===== src/design/cfud_pkg.sv =====
package cfud_pkg;

    // Fixed field widths of the frame format
    localparam int BYTE_W        = 8;
    localparam int ID_W          = 16;
    localparam int LEN_W         = 4;
    localparam int PAYLOAD_BYTES = 8;
    localparam int PAYLOAD_IDX_W = $clog2(PAYLOAD_BYTES);

    // Defaults handed to the top level
    localparam int MAX_PAYLOAD_DEFAULT = 8;
    localparam int QUEUE_DEPTH_DEFAULT = 4;

    // Configuration register indexes
    localparam int CFG_IDX_W = 2;
    localparam logic [CFG_IDX_W-1:0] CFG_START_MARKER = 2'd0;
    localparam logic [CFG_IDX_W-1:0] CFG_END_MARKER   = 2'd1;

    // Reset values of the markers
    localparam logic [BYTE_W-1:0] START_MARKER_RST = 8'hAA;
    localparam logic [BYTE_W-1:0] END_MARKER_RST   = 8'h55;

    // Parser phase of the front part
    typedef enum logic [2:0] {
        PH_HUNT  = 3'd0,
        PH_ID_HI = 3'd1,
        PH_ID_LO = 3'd2,
        PH_LEN   = 3'd3,
        PH_DATA  = 3'd4,
        PH_CHECK = 3'd5,
        PH_END   = 3'd6
    } phase_t;

    // Operations passed from the front part to the back part
    typedef enum logic [2:0] {
        OP_START = 3'd0,
        OP_ID_HI = 3'd1,
        OP_ID_LO = 3'd2,
        OP_LEN   = 3'd3,
        OP_DATA  = 3'd4,
        OP_EMIT  = 3'd5
    } op_t;

    // One queued request: operation and its byte
    typedef struct packed {
        op_t               op;
        logic [BYTE_W-1:0] data;
    } req_t;

endpackage


===== src/design/cfud_front.sv =====
module cfud_front
    import cfud_pkg::*;
#(
    parameter int MAX_PAYLOAD = MAX_PAYLOAD_DEFAULT
) (
    input  logic              clk,
    input  logic              rst_n,
    input  logic              in_fire,
    input  logic [BYTE_W-1:0] rx_byte,
    input  logic [BYTE_W-1:0] start_marker,
    input  logic [BYTE_W-1:0] end_marker,
    output logic              push,
    output req_t              push_req
);

    phase_t             phase_reg, phase_next;
    logic [BYTE_W-1:0]  xor_reg, xor_next;
    logic [LEN_W-1:0]   cnt_reg, cnt_next;
    logic [LEN_W-1:0]   len_reg, len_next;
    logic [LEN_W-1:0]   cnt_inc;

    // Hold parser state
    always_ff @(posedge clk or negedge rst_n)
    begin
        if (!rst_n)
        begin
            phase_reg <= PH_HUNT;
            xor_reg   <= '0;
            cnt_reg   <= '0;
            len_reg   <= '0;
        end
        else
        begin
            phase_reg <= phase_next;
            xor_reg   <= xor_next;
            cnt_reg   <= cnt_next;
            len_reg   <= len_next;
        end
    end

    assign cnt_inc = cnt_reg + LEN_W'(1);

    // Classify the byte and advance the phase
    always_comb
    begin
        phase_next    = phase_reg;
        xor_next      = xor_reg;
        cnt_next      = cnt_reg;
        len_next      = len_reg;
        push          = 1'b0;
        push_req.op   = OP_START;
        push_req.data = rx_byte;
        if (in_fire)
        begin
            unique case (phase_reg)
                PH_ID_HI:
                begin
                    xor_next    = xor_reg ^ rx_byte;
                    push        = 1'b1;
                    push_req.op = OP_ID_HI;
                    phase_next  = PH_ID_LO;
                end
                PH_ID_LO:
                begin
                    xor_next    = xor_reg ^ rx_byte;
                    push        = 1'b1;
                    push_req.op = OP_ID_LO;
                    phase_next  = PH_LEN;
                end
                PH_LEN:
                begin
                    xor_next = xor_reg ^ rx_byte;
                    if (rx_byte <= BYTE_W'(MAX_PAYLOAD))
                    begin
                        len_next    = rx_byte[LEN_W-1:0];
                        push        = 1'b1;
                        push_req.op = OP_LEN;
                        phase_next  = (rx_byte == '0) ? PH_CHECK : PH_DATA;
                    end
                    else
                    begin
                        phase_next = PH_HUNT;
                    end
                end
                PH_DATA:
                begin
                    xor_next    = xor_reg ^ rx_byte;
                    cnt_next    = cnt_inc;
                    push        = 1'b1;
                    push_req.op = OP_DATA;
                    if (cnt_inc >= len_reg)
                    begin
                        phase_next = PH_CHECK;
                    end
                end
                PH_CHECK:
                begin
                    phase_next = (rx_byte == xor_reg) ? PH_END : PH_HUNT;
                end
                PH_END:
                begin
                    phase_next = PH_HUNT;
                    if (rx_byte == end_marker)
                    begin
                        push        = 1'b1;
                        push_req.op = OP_EMIT;
                    end
                end
                default:
                begin
                    // Hunting, and any unused phase code
                    phase_next = PH_HUNT;
                    if (rx_byte == start_marker)
                    begin
                        phase_next  = PH_ID_HI;
                        xor_next    = '0;
                        cnt_next    = '0;
                        len_next    = '0;
                        push        = 1'b1;
                        push_req.op = OP_START;
                    end
                end
            endcase
        end
    end

`ifndef SYNTH
    a_data_count_below_len: assert property (@(posedge clk) disable iff (!rst_n)
        (phase_reg == PH_DATA) |-> (cnt_reg < len_reg))
        else $error("payload count reached length while still in data phase");

    a_len_in_range: assert property (@(posedge clk) disable iff (!rst_n)
        (len_reg <= LEN_W'(MAX_PAYLOAD)))
        else $error("held length above maximum payload");
`endif

endmodule


===== src/design/cfud_queue.sv =====
module cfud_queue
    import cfud_pkg::*;
#(
    parameter int DEPTH = QUEUE_DEPTH_DEFAULT
) (
    input  logic clk,
    input  logic rst_n,
    input  logic push,
    input  req_t push_req,
    input  logic pop,
    output logic full,
    output logic not_empty,
    output req_t head_req
);

    localparam int PTR_W = (DEPTH > 1) ? $clog2(DEPTH) : 1;
    localparam int CNT_W = $clog2(DEPTH + 1);

    req_t              mem [DEPTH];
    logic [PTR_W-1:0]  wr_ptr_reg, wr_ptr_next;
    logic [PTR_W-1:0]  rd_ptr_reg, rd_ptr_next;
    logic [CNT_W-1:0]  count_reg, count_next;
    logic              push_fire, pop_fire;

    assign full      = (count_reg == CNT_W'(DEPTH));
    assign not_empty = (count_reg != '0);
    assign push_fire = push && !full;
    assign pop_fire  = pop && not_empty;
    assign head_req  = mem[rd_ptr_reg];

    // Advance pointers with wrap at the depth
    always_comb
    begin
        wr_ptr_next = wr_ptr_reg;
        rd_ptr_next = rd_ptr_reg;
        count_next  = count_reg;
        if (push_fire)
        begin
            wr_ptr_next = (wr_ptr_reg == PTR_W'(DEPTH - 1)) ? '0 : wr_ptr_reg + PTR_W'(1);
        end
        if (pop_fire)
        begin
            rd_ptr_next = (rd_ptr_reg == PTR_W'(DEPTH - 1)) ? '0 : rd_ptr_reg + PTR_W'(1);
        end
        if (push_fire && !pop_fire)
        begin
            count_next = count_reg + CNT_W'(1);
        end
        else if (pop_fire && !push_fire)
        begin
            count_next = count_reg - CNT_W'(1);
        end
    end

    // Hold pointers and fill count
    always_ff @(posedge clk or negedge rst_n)
    begin
        if (!rst_n)
        begin
            wr_ptr_reg <= '0;
            rd_ptr_reg <= '0;
            count_reg  <= '0;
        end
        else
        begin
            wr_ptr_reg <= wr_ptr_next;
            rd_ptr_reg <= rd_ptr_next;
            count_reg  <= count_next;
        end
    end

    // Store the request
    always_ff @(posedge clk)
    begin
        if (push_fire)
        begin
            mem[wr_ptr_reg] <= push_req;
        end
    end

`ifndef SYNTH
    a_count_bound: assert property (@(posedge clk) disable iff (!rst_n)
        (count_reg <= CNT_W'(DEPTH)))
        else $error("queue fill count above depth");

    a_push_grows: assert property (@(posedge clk) disable iff (!rst_n)
        (push_fire && !pop_fire) |=> (count_reg == $past(count_reg) + CNT_W'(1)))
        else $error("queue fill count did not grow on push");
`endif

endmodule


===== src/design/cfud_back.sv =====
module cfud_back
    import cfud_pkg::*;
(
    input  logic              clk,
    input  logic              rst_n,
    input  logic              q_not_empty,
    input  req_t              head_req,
    output logic              pop,
    output logic              out_valid,
    input  logic              out_stall,
    output logic [ID_W-1:0]   frame_id,
    output logic [LEN_W-1:0]  payload_len,
    output logic [BYTE_W-1:0] payload [PAYLOAD_BYTES]
);

    logic [ID_W-1:0]          id_reg;
    logic [LEN_W-1:0]         len_reg;
    logic [BYTE_W-1:0]        data_reg [PAYLOAD_BYTES];
    logic [PAYLOAD_IDX_W-1:0] idx_reg;
    logic                     out_valid_reg;
    logic [ID_W-1:0]          out_id_reg;
    logic [LEN_W-1:0]         out_len_reg;
    logic [BYTE_W-1:0]        out_data_reg [PAYLOAD_BYTES];
    logic                     out_free;
    logic                     emit;

    // Take a request unless it emits and the output is still occupied
    assign out_free = !out_valid_reg || !out_stall;
    assign pop      = q_not_empty && ((head_req.op != OP_EMIT) || out_free);
    assign emit     = pop && (head_req.op == OP_EMIT);

    // Build the frame from the queued requests
    always_ff @(posedge clk or negedge rst_n)
    begin
        if (!rst_n)
        begin
            id_reg  <= '0;
            len_reg <= '0;
            idx_reg <= '0;
            for (int i = 0; i < PAYLOAD_BYTES; i++)
            begin
                data_reg[i] <= '0;
            end
        end
        else if (pop)
        begin
            unique case (head_req.op)
                OP_START:
                begin
                    id_reg  <= '0;
                    len_reg <= '0;
                    idx_reg <= '0;
                    for (int i = 0; i < PAYLOAD_BYTES; i++)
                    begin
                        data_reg[i] <= '0;
                    end
                end
                OP_ID_HI: id_reg <= {head_req.data, {(ID_W - BYTE_W){1'b0}}};
                OP_ID_LO: id_reg[BYTE_W-1:0] <= head_req.data;
                OP_LEN:   len_reg <= head_req.data[LEN_W-1:0];
                OP_DATA:
                begin
                    data_reg[idx_reg] <= head_req.data;
                    idx_reg           <= idx_reg + PAYLOAD_IDX_W'(1);
                end
                OP_EMIT:  ;
                default:  ;
            endcase
        end
    end

    // Hold the result until the receiver takes it
    always_ff @(posedge clk or negedge rst_n)
    begin
        if (!rst_n)
        begin
            out_valid_reg <= 1'b0;
        end
        else if (emit)
        begin
            out_valid_reg <= 1'b1;
        end
        else if (!out_stall)
        begin
            out_valid_reg <= 1'b0;
        end
    end

    always_ff @(posedge clk)
    begin
        if (emit)
        begin
            out_id_reg   <= id_reg;
            out_len_reg  <= len_reg;
            out_data_reg <= data_reg;
        end
    end

    assign out_valid   = out_valid_reg;
    assign frame_id    = out_id_reg;
    assign payload_len = out_len_reg;
    assign payload     = out_data_reg;

`ifndef SYNTH
    a_emit_shows: assert property (@(posedge clk) disable iff (!rst_n)
        emit |=> out_valid_reg)
        else $error("emitted frame not presented");

    a_drop_only_when_taken: assert property (@(posedge clk) disable iff (!rst_n)
        $fell(out_valid_reg) |-> $past(!out_stall))
        else $error("result withdrawn while stalled");
`endif

endmodule


===== src/design/can_frame_uart_deframer.sv =====
// Byte-stream deframer: start marker, 16-bit id (high byte first), length,
// payload, XOR checksum, end marker.
//
// Input channel: rx_byte with in_valid/in_stall, one byte per request.
// Output channel: frame_id, payload_len and payload_b0..payload_b7 with
// out_valid/out_stall; unused payload bytes read as zero.
// Configuration: cfg_we, cfg_index, cfg_data; index 0 is the start marker,
// index 1 the end marker; other indexes are ignored.
//
// Throughput: one byte per cycle while in_stall is low. A front parser
// classifies each byte and pushes an operation into a four-entry queue; a
// back part owns the output register and applies one operation per cycle
// unless an emit waits for that register to be free. A frame's emit passes
// through the queue before it loads the output register.
// Stall: while out_stall holds a result, operations that do not emit keep
// draining; in_stall rises only when the queue fills.
// Reset: markers return to 0xAA and 0x55, the parser hunts for a start
// marker, the queue empties and no result is pending.
module can_frame_uart_deframer
    import cfud_pkg::*;
#(
    parameter int MAX_PAYLOAD = MAX_PAYLOAD_DEFAULT,
    parameter int QUEUE_DEPTH = QUEUE_DEPTH_DEFAULT
) (
    input  logic                 clk,
    input  logic                 rst_n,
    input  logic                 cfg_we,
    input  logic [CFG_IDX_W-1:0] cfg_index,
    input  logic [BYTE_W-1:0]    cfg_data,
    input  logic                 in_valid,
    output logic                 in_stall,
    input  logic [BYTE_W-1:0]    rx_byte,
    output logic                 out_valid,
    input  logic                 out_stall,
    output logic [ID_W-1:0]      frame_id,
    output logic [LEN_W-1:0]     payload_len,
    output logic [BYTE_W-1:0]    payload_b0,
    output logic [BYTE_W-1:0]    payload_b1,
    output logic [BYTE_W-1:0]    payload_b2,
    output logic [BYTE_W-1:0]    payload_b3,
    output logic [BYTE_W-1:0]    payload_b4,
    output logic [BYTE_W-1:0]    payload_b5,
    output logic [BYTE_W-1:0]    payload_b6,
    output logic [BYTE_W-1:0]    payload_b7
);

    logic [BYTE_W-1:0] start_marker_reg;
    logic [BYTE_W-1:0] end_marker_reg;
    logic              in_fire;
    logic              push;
    req_t              push_req;
    logic              q_full;
    logic              q_not_empty;
    req_t              head_req;
    logic              pop;
    logic [BYTE_W-1:0] payload [PAYLOAD_BYTES];

    // Hold the marker registers
    always_ff @(posedge clk or negedge rst_n)
    begin
        if (!rst_n)
        begin
            start_marker_reg <= START_MARKER_RST;
            end_marker_reg   <= END_MARKER_RST;
        end
        else if (cfg_we)
        begin
            if (cfg_index == CFG_START_MARKER)
            begin
                start_marker_reg <= cfg_data;
            end
            else if (cfg_index == CFG_END_MARKER)
            begin
                end_marker_reg <= cfg_data;
            end
        end
    end

    assign in_stall = q_full;
    assign in_fire  = in_valid && !in_stall;

    cfud_front #(
        .MAX_PAYLOAD (MAX_PAYLOAD)
    ) u_front (
        .clk          (clk),
        .rst_n        (rst_n),
        .in_fire      (in_fire),
        .rx_byte      (rx_byte),
        .start_marker (start_marker_reg),
        .end_marker   (end_marker_reg),
        .push         (push),
        .push_req     (push_req)
    );

    cfud_queue #(
        .DEPTH (QUEUE_DEPTH)
    ) u_queue (
        .clk       (clk),
        .rst_n     (rst_n),
        .push      (push),
        .push_req  (push_req),
        .pop       (pop),
        .full      (q_full),
        .not_empty (q_not_empty),
        .head_req  (head_req)
    );

    cfud_back u_back (
        .clk         (clk),
        .rst_n       (rst_n),
        .q_not_empty (q_not_empty),
        .head_req    (head_req),
        .pop         (pop),
        .out_valid   (out_valid),
        .out_stall   (out_stall),
        .frame_id    (frame_id),
        .payload_len (payload_len),
        .payload     (payload)
    );

    assign payload_b0 = payload[0];
    assign payload_b1 = payload[1];
    assign payload_b2 = payload[2];
    assign payload_b3 = payload[3];
    assign payload_b4 = payload[4];
    assign payload_b5 = payload[5];
    assign payload_b6 = payload[6];
    assign payload_b7 = payload[7];

endmodule


===== config.mk =====
export PLATFORM = sky130hd
export DESIGN_NAME = can_frame_uart_deframer
export DESIGN_NICKNAME = d
export VERILOG_FILES = /design/src/design/cfud_pkg.sv /design/src/design/cfud_front.sv /design/src/design/cfud_queue.sv /design/src/design/cfud_back.sv /design/src/design/can_frame_uart_deframer.sv
export SDC_FILE = /design/constraint.sdc
export NUM_CORES = 1
export LEC_CHECK = 0
export ABC_AREA = 1
export ABC_CLOCK_PERIOD_IN_PS = 4400
export BUFFER_PORTS_ARGS = -buffer_cell sky130_fd_sc_hd__clkbuf_2
export CAP_MARGIN = 10
export CORE_UTILIZATION = 42
export CTS_CLUSTER_SIZE = 14
export DETAILED_ROUTE_END_ITERATION = 10
export PLACE_DENSITY = 0.7
export SLEW_MARGIN = 0
export SYNTH_ARGS = -nofsm -noshare
export SYNTH_HDL_FRONTEND = slang
export SYNTH_SLANG_ARGS = --single-unit

===== constraint.sdc =====
create_clock -name clk -period 4.4 [get_ports clk]
set_clock_uncertainty 0.15 [all_clocks]
set_input_delay 1.32 -clock clk [delete_from_list [all_inputs] [get_ports clk]]
set_output_delay 1.32 -clock clk [all_outputs]
set_load 0.01 [all_outputs]

; Word level (Yosys, flattened, before mapping)
; Memory sizes are Yosys's and may differ from the RTL's.
; Cells that the tools add are included.
[word_totals]
reg_bits = 214
ramBits = 44
inputBits = 23
out_inout_bits = 86
mem_count = 1
[mem_list]
columns = memory, depth, word_bits, read_ports, rd_ports_with_merged_regs, write_ports, line_no
row1 = u_queue.mem, 4, 11, 1, 0, 1, cfud_queue.sv:19  ; req_t mem [DEPTH];
[classes]
n_addsub = 6
order_cmp = 4
eq_ne = 22
mux = 37
bitwise_logic = 6
reduce_logical = 43
[ops]
columns = cell, count
row1 = 64-bit case mux with 2 select lines, 1
row2 = 64-bit bitwise mux, 1
row3 = 8-bit case mux with 2 select lines, 3
row4 = 8-bit demux with 3-bit select, 1
row5 = 8-bit == test, 3
row6 = 4-bit case mux with 2 select lines, 3
row7 = 3-bit two-way mux, 7
row8 = 3-bit == test (second input constant), 6
row9 = 3-bit case mux with 6 select lines, 1
row10 = 8-bit two-way mux, 2
row11 = 2-bit nonzero test, 8
row12 = 3-bit case mux with 5 select lines, 1
row13 = 3-bit by 2-bit == test with 1-bit output (second input constant), 4
row14 = 2-bit AND reduction, 6
row15 = 1-bit two-way mux, 10
row16 = 5-bit OR reduction, 2
row17 = 3-bit AND reduction, 3
row18 = 8-bit by 4-bit <= comparator with 1-bit output (second input constant), 1
row19 = 1-bit logical AND, 8
row20 = 8-bit logical NOT, 1
row21 = 4-bit two-way mux, 2
row22 = 8-bit bitwise XOR, 1
row23 = 3-bit by 1-bit adder with 3-bit output (second input constant), 2
row24 = 3-bit by 1-bit == test with 1-bit output (second input constant), 2
row25 = other kinds (24), 39

; Longest topological paths before layout
[depth]
word_depth = 9
ltp_mapped = 17
ltp_nobuf = 16

; Cells and area by module
; Synthesis repeated with hierarchy kept, for this count alone.
[hier_totals]
hier_cells = 1019
hier_area_um2 = 10839.1
[modules_own_cells]
columns = module, n_inst, cells_per_inst, area_per_inst_um2, seq_area_each_um2
row1 = cfud_back, 1, 515, 6236.0, 4724.5
row2 = cfud_queue, 1, 188, 2227.1, 1496.4
row3 = cfud_front, 1, 243, 1662.8, 475.5
row4 = can_frame_uart_deframer, 1, 73, 713.2, 410.4

; Worst setup path after synthesis
; No wires, ideal clock.
[synth_timing]
path_kind = input port to flip-flop
startpoint = input port out_stall
endpoint = register u_back.out_id_reg[0] (netlist: u_back.frame_id[0]) (enable)
setup_time_ns = 0.437
arrival_time_ns = 3.179
required_time_ns = 3.813
slack_ns = 0.634
stages = 3
n_path_buf = 0
cell_sequence = nand2_1 nand4_1 inv_1
[synth_via]
elab_chain_cells = 5
[synth_lines]
columns = element, line_no
row1 = "start, declared", can_frame_uart_deframer.sv:34  ; input logic out_stall,
row2 = 1-bit logical NOT, cfud_back.sv:28  ; assign out_free = !out_valid_reg || !out_stall;
row3 = 1-bit logical OR, cfud_back.sv:28
row4 = 1-bit logical OR, cfud_back.sv:29  ; assign pop = q_not_empty && ((head_req.op != OP_EMIT) || out_free);
row5 = 1-bit logical AND, cfud_back.sv:29
row6 = 1-bit logical AND, cfud_back.sv:30  ; assign emit = pop && (head_req.op == OP_EMIT);
row7 = via u_back.emit, cfud_back.sv:25  ; logic emit;
row8 = "end signal, assigned", cfud_back.sv:93  ; out_id_reg <= id_reg;
row9 = "end, declared", cfud_back.sv:21  ; logic [ID_W-1:0] out_id_reg;
; The timed path passes the listed nets, and every way through them passes these cells.
; A chain may end at the register's enable or synchronous reset.

; Worst setup path after layout
[layout_timing]
startpoint = register u_queue.rd_ptr_reg[1]
endpoint = register u_queue.count_reg[2]
[layout_via]
elab_chain_cells = 8
word_cells_on_any_way = 10
cone_classes = eq/ne (1) / mux (1) / reduce/logical (7) / memory (1)
[layout_lines]
columns = element, line_no
row1 = "start, declared", cfud_queue.sv:21  ; logic [PTR_W-1:0] rd_ptr_reg, rd_ptr_next;
row2 = "start signal, assigned", cfud_queue.sv:67  ; rd_ptr_reg <= rd_ptr_next;
row3 = memory read 4 x 11 bit (*), --
row4 = 3-bit != test (*), cfud_back.sv:29
row5 = 1-bit logical OR (*), cfud_back.sv:29
row6 = 1-bit logical AND (*), cfud_back.sv:29
row7 = 1-bit logical AND (*), cfud_queue.sv:28  ; assign pop_fire = pop && not_empty;
row8 = 1-bit logical NOT, cfud_queue.sv:45  ; if (push_fire && !pop_fire)
row9 = 1-bit logical AND, cfud_queue.sv:45
row10 = 3-bit two-way mux or 2-bit nonzero test (tied branches), --
row11 = "end signal, assigned", cfud_queue.sv:68  ; count_reg <= count_next;
row12 = "end, declared", cfud_queue.sv:22  ; logic [CNT_W-1:0] count_reg, count_next;
; Every way passes the cells marked *; elsewhere a longest branch is shown, timed or not.

==> out/results.tsv <==
stage	metric	value	unit
status	status	finished clean	
place	place_inst	1381	
setup_path	cp_top_family	simple AND/OR/NAND/NOR gates	
layout	drive_above_1_share	0.190	
layout	antenna-diode-count	0	
clock_tree	htreeDepth	1	
die	core	24300	µm²
setup_path	cp_slowest_cell	dfrtp_1	
layout	layout.cells.non_filler	1429	
die	die_w	160	µm
setup_path	critPathMaxStageDelay	630	ps
detailed_routing	wl	20900	µm
sta	rsz0062_at_grt	false	
sta	fin_setup_tns	0	ps
synthesis	synth-edff-count	128	
clock_tree	cts_resized	0	
place	portBuffers	108	
die	ioPinCount	109	
setup_path	setup.worst_path.start	u_queue.rd_ptr_reg[1]	
detailed_routing	first_pass_iters	5	
power	p_leak	5.74	nW
sta	drv_slew	0	
clock_tree	clock_sinks	258	
global_route	grt-ovfl-total	0	
setup_path	ff2ff_path_depth	12	
synthesis	synth.avg_cell_area	10.9	µm²
sta	timing.final.crit_share	0.768	
setup_path	worstSetupEndpoint	u_queue.count_reg[2]	
sta	whs	294	ps
sta	worst_pin_slew	1030	ps
global_route	grt_pass1_vias	6754	
synthesis	synth-seq-cells	258	
synthesis	synth_nets	992	
synthesis	synth.area.top_cells	edfxtp_1, dfrtp_1, nand2_1, o21ai_0, inv_1	
detailed_routing	drc	0	
synthesis	synth_top_area_frac	0.369	
clock_tree	cts-root-buf	clkbuf_16	
die	die_area	25500	µm²
setup_path	required	4640	ps
layout	syn2layout_area_growth	17.5	%
synthesis	yosys.area.top_type	edfxtp_1	
global_route	grt_antenna_before_repair	0	
synthesis	synth-main-ff-cell	edfxtp_1	
clock_tree	postCtsSetupBuffers	0	
setup_path	path_buf_inv	2	
detailed_routing	via_per_inst	4.82	
setup_path	critPathKind	reg2reg	
sta	min_period	3380	ps
clock_tree	clk_pin_slew	60	ps
setup_path	arrival	3620	ps
synthesis	seq_area_frac_synth	0.682	
clock_tree	cts_hold_buf	0	
job	cap_violations	0	
clock_tree	cts_tree	yes	
power	vdd_drop_max	0.320	mV
die	initial_core_util	0.429	
sta	hold_viol_final	0	
setup_path	path_cells	inv_1, nand3_1, nand2_1, nor2_2, nand3_4, nand2_1, ha_1, inv_1, fa_1, a21oi_1, o21ai_0, xor2_1	
detailed_routing	vias	6894	
sta	setup_viol_count_final	0	
layout	fin_util	0.504	
clock_tree	cts_buffer_depth	3	
synthesis	synthArstFlopShare	0.504	
detailed_routing	wire_per_inst	14.7	µm
synthesis	syn_inst	956	
global_route	grt_pass1_wl	34900	µm
setup_path	timing.rr.end	u_queue.count_reg[2]	
synthesis	netlist_area	10400	µm²
power	power.density	662	nW/µm²
layout	nets	1121	
die	rows	57	
place	gp_congestion	0.906	
clock_tree	worstSkewPairLatency	520	ps
synthesis	synth_warnings	0	
detailed_routing	antenna_left	0	
synthesis	synth_commonest_cells	nand2_1, edfxtp_1, dfrtp_1, o21ai_0, inv_1	
setup_path	cp-end-kind	register	
setup_path	start_kind	register	
setup_path	rrSetupSlack	1020	ps
synthesis	yosysMostFrequentCell	nand2_1	
detailed_routing	drt_iter0_drc	312	
synthesis	synth.distinct_cells	35	
sta	fmax	296	MHz
sta	slew_headroom	0.312	
global_route	grt_max_degree	71	
setup_path	timing.rr.start	u_queue.rd_ptr_reg[1]	
setup_path	crit_fanout	16	
setup_path	path_depth	12	
die	die_y	160	µm
global_route	grt_use_total	0.170	
clock_tree	numCtsBuffers	26	
min_path	hold_path_class	reg2reg	
place	dp_hpwl	14400	µm
==> cell usage in the layout, fill, tap and decap left out, drive strengths merged, types with 3 or more instances in the layout <==
cell type	instances
nor2	68
dfrtp	122
bufinv	3
clkbuf	137
nor3	12
dfstp	8
nand4	20
clkinv	14
xnor2	16
nand3	41
buf	11
xor2	3
ha	12
o21ai	81
inv	76
nand2	332
edfxtp	128
or2	8
a21oi	7
==> report_power, final <==
| part | switching (W) | internal, W | total [W] | leakage (nW) |
|---|---|---|---|---|
| Combinational | 0.00163 | 0.000727 | 0.00235 | 2.39 |
| Sequential | 0.000322 | 0.00326 | 0.00358 | 2.92 |
| Clock | 0.000886 | 0.00130 | 0.00218 | 0.427 |
| Total | 0.00283 | 0.00528 | 0.00811 | 5.74 |
==> metrics by stage <==
step	power [W]	area, µm²	setup slack [ps]
4_1_cts	0.00820	12300	982
2_1_floorplan	0.00520	10400	634
5_1_grt	0.00864	12300	672
3_5_place_dp	0.00600	11400	584
6_report	0.00811	12300	1020
3_3_place_gp	0.00593	11400	667
==> cell families (layout without fill, tap and decap cells) <==
family / Yosys count / after routing / synth area share
AO/OA/AOI/OAI: 91 / 91 / 0.0444
XOR/XNOR: 19 / 19 / 0.0160
adder cells (fa/ha/maj): 13 / 13 / 0.0163
buffers and inverters: 93 / 242 / 0.0359
flip-flops: 258 / 258 / 0.682
AND/OR/NAND/NOR: 482 / 482 / 0.206
==> worst min-delay path by stage <==
stage | startpoint | end | slack (ps) | depth (start not counted)
after CTS | u_back.id_reg[15] | u_back.frame_id[15] | 290 | 0
after global routing | u_back.data_reg[6] | u_back.payload[6] | 300 | 0
after floorplan | u_back.id_reg[15] | u_back.frame_id[15] | 270 | 0
final | u_back.id_reg[15] | u_back.frame_id[15] | 290 | 0
after global placement | u_back.data_reg[32] | u_back.payload[32] | 280 | 0
after detailed placement | u_back.id_reg[15] | u_back.frame_id[15] | 280 | 0
==> cell type report <==
cell class                      count  area (µm²)
Timing Repair Buffer              118         643
Sequential cell                   258        7110
Clock inverter                     18         180
Inverter                           76         287
Clock buffer                       30         686
Tap cell                          324         405
Fill cell                        2120       12100
Multi-Input combinational cell    605        2950
==> per-layer routing <==
metal	track usage	vias up	share of wire
met5	0	-	0
met4	0.0437	0	0.017
met2	0.294	182	0.49
met1	0.224	3265	0.44
li1	-	3415	-
met3	0.0276	32	0.047
Power figures use the tool's default switching activity.
